===== src/rtl/vtp_pkg.sv =====
`timescale 1ns / 1ps

package vtp_pkg;

  // Character codes that steer the parser.
  localparam logic [7:0] CHAR_DOT   = 8'h2E;
  localparam logic [7:0] CHAR_DASH  = 8'h2D;
  localparam logic [7:0] CHAR_ZERO  = 8'h30;
  localparam logic [7:0] CHAR_NINE  = 8'h39;
  localparam logic [7:0] CHAR_LOW_A = 8'h61;
  localparam logic [7:0] CHAR_LOW_F = 8'h66;
  localparam logic [7:0] CHAR_LOW_G = 8'h67;
  localparam logic [7:0] CHAR_LOW_I = 8'h69;

  // Field count where further field events are dropped.
  localparam logic [3:0] FIELD_MAX = 4'd8;
  // Hash counter value that marks the hash as ended.
  localparam logic [3:0] HASH_END  = 4'd8;
  // Nibble written by the dirty mark.
  localparam logic [3:0] DIRTY_NIB = 4'hF;

  // Running parse state for one version string.
  typedef struct packed {
    logic [63:0] word;
    logic [7:0]  dec_acc;
    logic [3:0]  field_cnt;
    logic        dash_seen;
    logic [3:0]  hash_cnt;
    logic        dirty_done;
  } parse_state_t;

endpackage


===== src/rtl/vtp_char_step.sv =====
`timescale 1ns / 1ps

module vtp_char_step (
  input  vtp_pkg::parse_state_t cur_i,
  input  logic [7:0]            char_i,
  output vtp_pkg::parse_state_t nxt_o
);
  import vtp_pkg::*;

  parse_state_t st;
  logic         is_digit;
  logic         is_hex_lower;
  logic [3:0]   nib;
  logic [2:0]   nib_slot;
  logic [5:0]   field_shift;
  logic [5:0]   nib_shift;

  assign is_digit     = (char_i >= CHAR_ZERO) && (char_i <= CHAR_NINE);
  assign is_hex_lower = (char_i >= CHAR_LOW_A) && (char_i <= CHAR_LOW_F);

  // Nibble value of a lower-case hex digit; only used when it is one.
  assign nib = is_digit ? char_i[3:0] : 4'(char_i[3:0] + 4'd9);

  // One character applied to the state, rule by rule in model order.
  always_comb begin
    st          = cur_i;
    nib_slot    = 3'(HASH_END - cur_i.hash_cnt);
    field_shift = {~cur_i.field_cnt[2:0], 3'b000};
    nib_shift   = {1'b0, nib_slot, 2'b00};
    if (!cur_i.dirty_done) begin
      // Decimal digits build the open field until a hash starts.
      if ((st.hash_cnt == 4'd0) && is_digit) begin
        st.dec_acc = 8'({st.dec_acc, 3'b000} + {st.dec_acc, 1'b0} + {4'b0, char_i[3:0]});
      end
      // A dot or the first dash closes a field into its byte lane.
      if ((char_i == CHAR_DOT) || (!st.dash_seen && (char_i == CHAR_DASH))) begin
        if (st.field_cnt < FIELD_MAX) begin
          st.word      = st.word | ({56'b0, st.dec_acc} << field_shift);
          st.field_cnt = 4'(st.field_cnt + 4'd1);
          st.dec_acc   = 8'd0;
        end
      end
      if (char_i == CHAR_DASH) begin
        st.dash_seen = 1'b1;
      end
      // Inside the hash, lower-case hex digits fill nibbles; anything else ends it.
      if ((st.hash_cnt != 4'd0) && (st.hash_cnt < HASH_END)) begin
        if (is_digit || is_hex_lower) begin
          st.word     = st.word | ({60'b0, nib} << nib_shift);
          st.hash_cnt = 4'(st.hash_cnt + 4'd1);
        end else begin
          st.hash_cnt = HASH_END;
        end
      end
      if ((char_i == CHAR_LOW_G) && (st.hash_cnt < HASH_END)) begin
        st.hash_cnt = 4'(st.hash_cnt + 4'd1);
      end
      // An 'i' after the hash marks the string dirty and freezes it.
      if ((st.hash_cnt >= HASH_END) && (char_i == CHAR_LOW_I)) begin
        st.word[3:0]  = DIRTY_NIB;
        st.dirty_done = 1'b1;
      end
    end
  end

  assign nxt_o = st;

endmodule


===== src/rtl/version_tag_parser_core.sv =====
`timescale 1ns / 1ps

// Channel  Direction  Handshake              Payload
// in       sink       in_valid_i/in_stall_o  char_code_i[7:0], last_char_i
// out      source     out_valid_o/out_stall_i packed_version_o[63:0]
//
// One character word is accepted per cycle while the input does not stall. A
// character is held in the input register, is applied to the parse state, and a
// last character loads the result register.
// Reset clears the parse state and both valid flags.
// Input stalls only while a last character waits behind an unread result.
module version_tag_parser_core (
  input  logic        clk_i,
  input  logic        rst_ni,
  input  logic        in_valid_i,
  output logic        in_stall_o,
  input  logic [7:0]  char_code_i,
  input  logic        last_char_i,
  output logic        out_valid_o,
  input  logic        out_stall_i,
  output logic [63:0] packed_version_o
);
  import vtp_pkg::*;

  logic         in_vld_q, in_vld_d;
  logic [7:0]   char_q;
  logic         last_q;
  logic         in_take;
  logic         advance;
  logic         out_free;
  parse_state_t state_q, state_d;
  parse_state_t state_nxt;
  logic         out_vld_q, out_vld_d;
  logic [63:0]  out_data_q;

  // The result register can take a new word when empty or being read.
  assign out_free = !out_vld_q || !out_stall_i;
  // Non-last characters always move on; a last one needs the result register.
  assign advance  = in_vld_q && (!last_q || out_free);
  assign in_stall_o = in_vld_q && !advance;
  assign in_take    = in_valid_i && !in_stall_o;

  vtp_char_step u_step (
    .cur_i  (state_q),
    .char_i (char_q),
    .nxt_o  (state_nxt)
  );

  // Input register control.
  always_comb begin
    in_vld_d = in_vld_q;
    if (in_take) begin
      in_vld_d = 1'b1;
    end else if (advance) begin
      in_vld_d = 1'b0;
    end
  end

  // Parse state: clear after the last character of a string.
  always_comb begin
    state_d = state_q;
    if (advance) begin
      state_d = last_q ? '0 : state_nxt;
    end
  end

  // Result valid control.
  always_comb begin
    out_vld_d = out_vld_q;
    if (advance && last_q) begin
      out_vld_d = 1'b1;
    end else if (!out_stall_i) begin
      out_vld_d = 1'b0;
    end
  end

  always_ff @(posedge clk_i or negedge rst_ni) begin
    if (!rst_ni) begin
      in_vld_q  <= 1'b0;
      out_vld_q <= 1'b0;
      state_q   <= '0;
    end else begin
      in_vld_q  <= in_vld_d;
      out_vld_q <= out_vld_d;
      state_q   <= state_d;
    end
  end

  // Payload registers.
  always_ff @(posedge clk_i) begin
    if (in_take) begin
      char_q <= char_code_i;
      last_q <= last_char_i;
    end
    if (advance && last_q) begin
      out_data_q <= state_nxt.word;
    end
  end

  assign out_valid_o      = out_vld_q;
  assign packed_version_o = out_data_q;

endmodule


===== config.mk =====
export PLATFORM = sky130hd
export DESIGN_NAME = version_tag_parser_core
export DESIGN_NICKNAME = d
export VERILOG_FILES = /design/src/rtl/vtp_pkg.sv /design/src/rtl/vtp_char_step.sv /design/src/rtl/version_tag_parser_core.sv
export SDC_FILE = /design/constraint.sdc
export NUM_CORES = 1
export LEC_CHECK = 0
export ABC_AREA = 1
export BUFFER_PORTS_ARGS = -buffer_cell sky130_fd_sc_hd__buf_4
export CORE_UTILIZATION = 35
export DETAILED_ROUTE_END_ITERATION = 12
export PLACE_DENSITY = 0.55
export SETUP_SLACK_MARGIN = 0.15
export SLEW_MARGIN = 40
export SYNTH_ARGS = -nofsm -noshare
export SYNTH_HDL_FRONTEND = slang
export SYNTH_SLANG_ARGS = --single-unit

===== constraint.sdc =====
create_clock -name clk_i -period 5.5 [get_ports clk_i]
set_input_delay 0.55 -clock clk_i [delete_from_list [all_inputs] [get_ports clk_i]]
set_output_delay 0.55 -clock clk_i [all_outputs]
set_load 0.02 [all_outputs]

==> out/results.md <==
Synthesis
- 836 — Post-Syn Nets
- 7620 um2 — Synth Cell Area
- 40 — distinct cell type count after synthesis
- 0.288 — area share of the leading cell type in the synthesized netlist
- 802 — Gate Count Post-Synth
- 157 — flip-flop and latch count after synthesis
- 0 — Ys Warns
- edfxtp_1 — cell taking the most area after synthesis
- 9.50 um2 — average size of a mapped cell
- 0.564 — sequential fraction of the synthesis area
- edfxtp_1, dfrtp_1, nand2_1 — Area contributors post-synth

CTS
- 0 — Post-CTS Setup Inserts
- clkbuf_16 — master cell of the clock root buffer
- 0.06 ns — clock transition at the registers of the reported paths
- 0 — cts hold-fix bufs
- built — TritonCTS clock tree
- 4 — # H-tree levels
- 0.43 ns — clock latency at the later pin of the worst-skew pair
- 157 — total clock sinks
- 0 — # resized after CTS
- 17 — TritonCTS buffer count
- 2 — Max Root-Sink Buffers

Worst setup path
- 3.13 ns — Worst EP arrival
- 2.55 ns — worst reg2reg setup slack
- char_q[3]$_DFFE_PP_ — worst reg2reg startpoint
- flip-flop — category of the worst setup path capture point
- packed_version_o[22]$_DFFE_PP_ — Worst R2R End
- 5.68 ns — Worst Path Required
- reg -> reg — Setup CP Type
- 4 — CP max FO
- 15 — number of cells traversed by the worst register-to-register path
- flip-flop — launching element type of the critical path

Routing
- 16.4 um — routed wirelength normalized by instance count
- 0 — remaining routing DRC violations
- met4 — Max Used Layer
- 5827 — routed via count
- 19100 um — sum of routed wire length over all layers
- 8480 um — Routed met2 length
- 5.00 — via-per-instance ratio
- 1040 um — met3 wire length
- 471 — initial detailed-routing violation count
- 5 — First-pass DRT Iterations
- 0 — ANT nets after route
- 9360 um — met1 layer wirelength in the final routing

Floorplanning
- 53 — Std-Cell Rows
- 21200 um2 — Floorplan Core Area
- 0.360 — effective utilization at floorplan
- 150 um — Die Ht
- 79 — Top Ports
- 22400 um2 — full die area
- 150 um — die outline width

Final layout
- nand2_1 — most frequent standard cell in the layout excluding fill and tap cells
- 0.177 — fraction of final layout cells sized beyond drive strength 1
- 0 — Diodes inserted
- 19.2% — area overhead of the layout relative to synthesis
- nand2_1, inv_1, dfrtp_1, buf_4, nor2_1 — most frequent cells in the layout
- 912 — Final nets

Flow run
- 0 — max-cap violation count

Power and ir drop
- 4.49 nW — leakage power summed over all cells
- 0.00268 W — final total power
- 295 nW/um2 — P per Cell Area
- 0.000238 V — VDD IR max

Place
- 78 — port bufs
- 0.866 — weighted congestion reported at the end of routability-driven placement
- 13400 um — HPWL after detailed placement

STA
- no — RSZ-0062 raised after global routing
- 0.00792 ns — post-route clock skew
- 0.338 GHz — Max Freq
- 0 — Max Transition Viols Final
- 0.543 — tightest slew margin relative to the limit
- 0.537 — final worst-path cycle share
- 0 — Final Hold Viols
- 0.683 ns — Worst Tran Pin Value
- 0 ns — Total Negative Setup Slacks
- 2.95 ns — Min Clock Period, post-route
- 0 — final setup violation count

GRT
- 0 — overall overflow remaining after global route
- 62 — largest net degree at the start of global routing
- 5451 — vias in the first global route
- 0.178 — overall fraction of global-route tracks in use
- 0 — initial antenna violation count
- 29800 um — first-pass GRT wire length

Status
- finished, final reports clean — outcome

Worst hold path
- in -> async — class of the tightest hold or removal check

## layout make-up
| type | instances | area, um2 |
|---|---|---|
| repair buffers | 84 | 631 |
| clock buffers | 22 | 474 |
| multi-input cells | 500 | 2770 |
| clock inverters | 10 | 130 |
| fillers | 2039 | 12100 |
| well taps | 275 | 344 |
| inverters | 118 | 443 |
| flip-flops and latches | 157 | 4290 |
## report_power, final
group	internal (W)	switching, W	leakage (nW)
clock network	0.000712	0.000484	0.295
logic	0.0000628	0.000151	2.31
registers	0.00126	0.0000153	1.88
total	0.00203	0.000650	4.49
## cells by family after synthesis
| kind of cell | count (synthesis) | synth area share |
|---|---|---|
| AOI/OAI and AO/OA | 172 | 0.140 |
| xor gates and xnor gates | 9 | 0.0103 |
| adders and majority gates | 21 | 0.0365 |
| buffers and inverters | 145 | 0.0739 |
| DFF | 157 | 0.564 |
| and+or+nand+nor | 298 | 0.176 |
## worst max-delay path by stage
| stage | startpoint | to | slack (ns) | depth (start not counted) |
|---|---|---|---|---|
| 2_1_floorplan | out_stall_i | packed_version_o[0]$_DFFE_PP_ | 2.51 | 6 |
| 3_3_place_gp | out_stall_i | packed_version_o[24]$_DFFE_PP_ | 2.50 | 8 |
| 3_5_place_dp | out_stall_i | packed_version_o[2]$_DFFE_PP_ | 2.47 | 8 |
| 4_1_cts | char_q[3]$_DFFE_PP_ | packed_version_o[22]$_DFFE_PP_ | 2.52 | 15 |
| 5_1_grt | char_q[3]$_DFFE_PP_ | packed_version_o[22]$_DFFE_PP_ | 2.32 | 15 |
| 6_report | char_q[3]$_DFFE_PP_ | packed_version_o[22]$_DFFE_PP_ | 2.55 | 15 |
## sequential cells by signal, indices dropped and copies added (netlist names)
name / flops
in_vld_q: 1
out_valid_o: 1
char_q: 8
last_q: 1
packed_version_o: 64
state_q: 82
## critical path, cell delays in order, from the launching register on
cell and delay [ns]:
edfxtp_1 0.47, fa_1 0.60, inv_1 0.07, fa_1 0.45, inv_1 0.07, nand2_1 0.04
a21oi_1 0.16, o21ai_0 0.10, nand2_1 0.07, nand2_1 0.09, nand2_1 0.10, inv_1 0.07
nand2_1 0.08, o21ai_0 0.09, a21oi_1 0.19, inv_1 0.05
## cells in the mapped netlist
master / n
a21o_1: 1
a21oi_1: 39
a31oi_1: 11
and2_1: 1
buf_2: 9
buf_6: 1
clkbuf_1: 17
dfrtp_1: 84
edfxtp_1: 73
fa_1: 2
ha_1: 19
inv_1: 110
inv_2: 8
nand2_1: 131
nand2_2: 6
nand2_4: 3
nand3_1: 47
nand3_2: 2
nand4_1: 10
nor2_1: 77
nor2_2: 3
nor2_4: 3
nor2_8: 1
nor3_1: 10
nor3_2: 1
nor3_4: 1
o211a_1: 14
o21ai_0: 68
o21ai_1: 5
o21ai_2: 3
o21ai_4: 1
o21bai_1: 7
o21bai_2: 7
o21bai_4: 1
o22ai_1: 13
o31ai_1: 2
or2_2: 1
or2_4: 1
xnor2_1: 2
xor2_1: 7
## stage by stage
| stage | util | area (um2) | hold slack [ns] | instances | worst slack [ns] |
|---|---|---|---|---|---|
| final | 0.429 | 9080 | 0.0923 | 1166 | 2.55 |
| after global routing | 0.429 | 9080 | 0.118 | 1166 | 2.32 |
| after detailed placement | 0.401 | 8480 | 0.465 | 1134 | 2.47 |
| after global placement | 0.401 | 8470 | 0.462 | 1134 | 2.50 |
| after CTS | 0.429 | 9080 | 0.102 | 1166 | 2.52 |
| after floorplan | - | 7620 | 0.254 | 802 | 2.51 |
## routing by layer
metal	track usage	vias up
li1	-	2834
met1	0.259	2817
met2	0.263	156
met3	0.0381	20
met4	0.0546	0
met5	0	-
No activity file was read; power rests on OpenSTA's default activity.
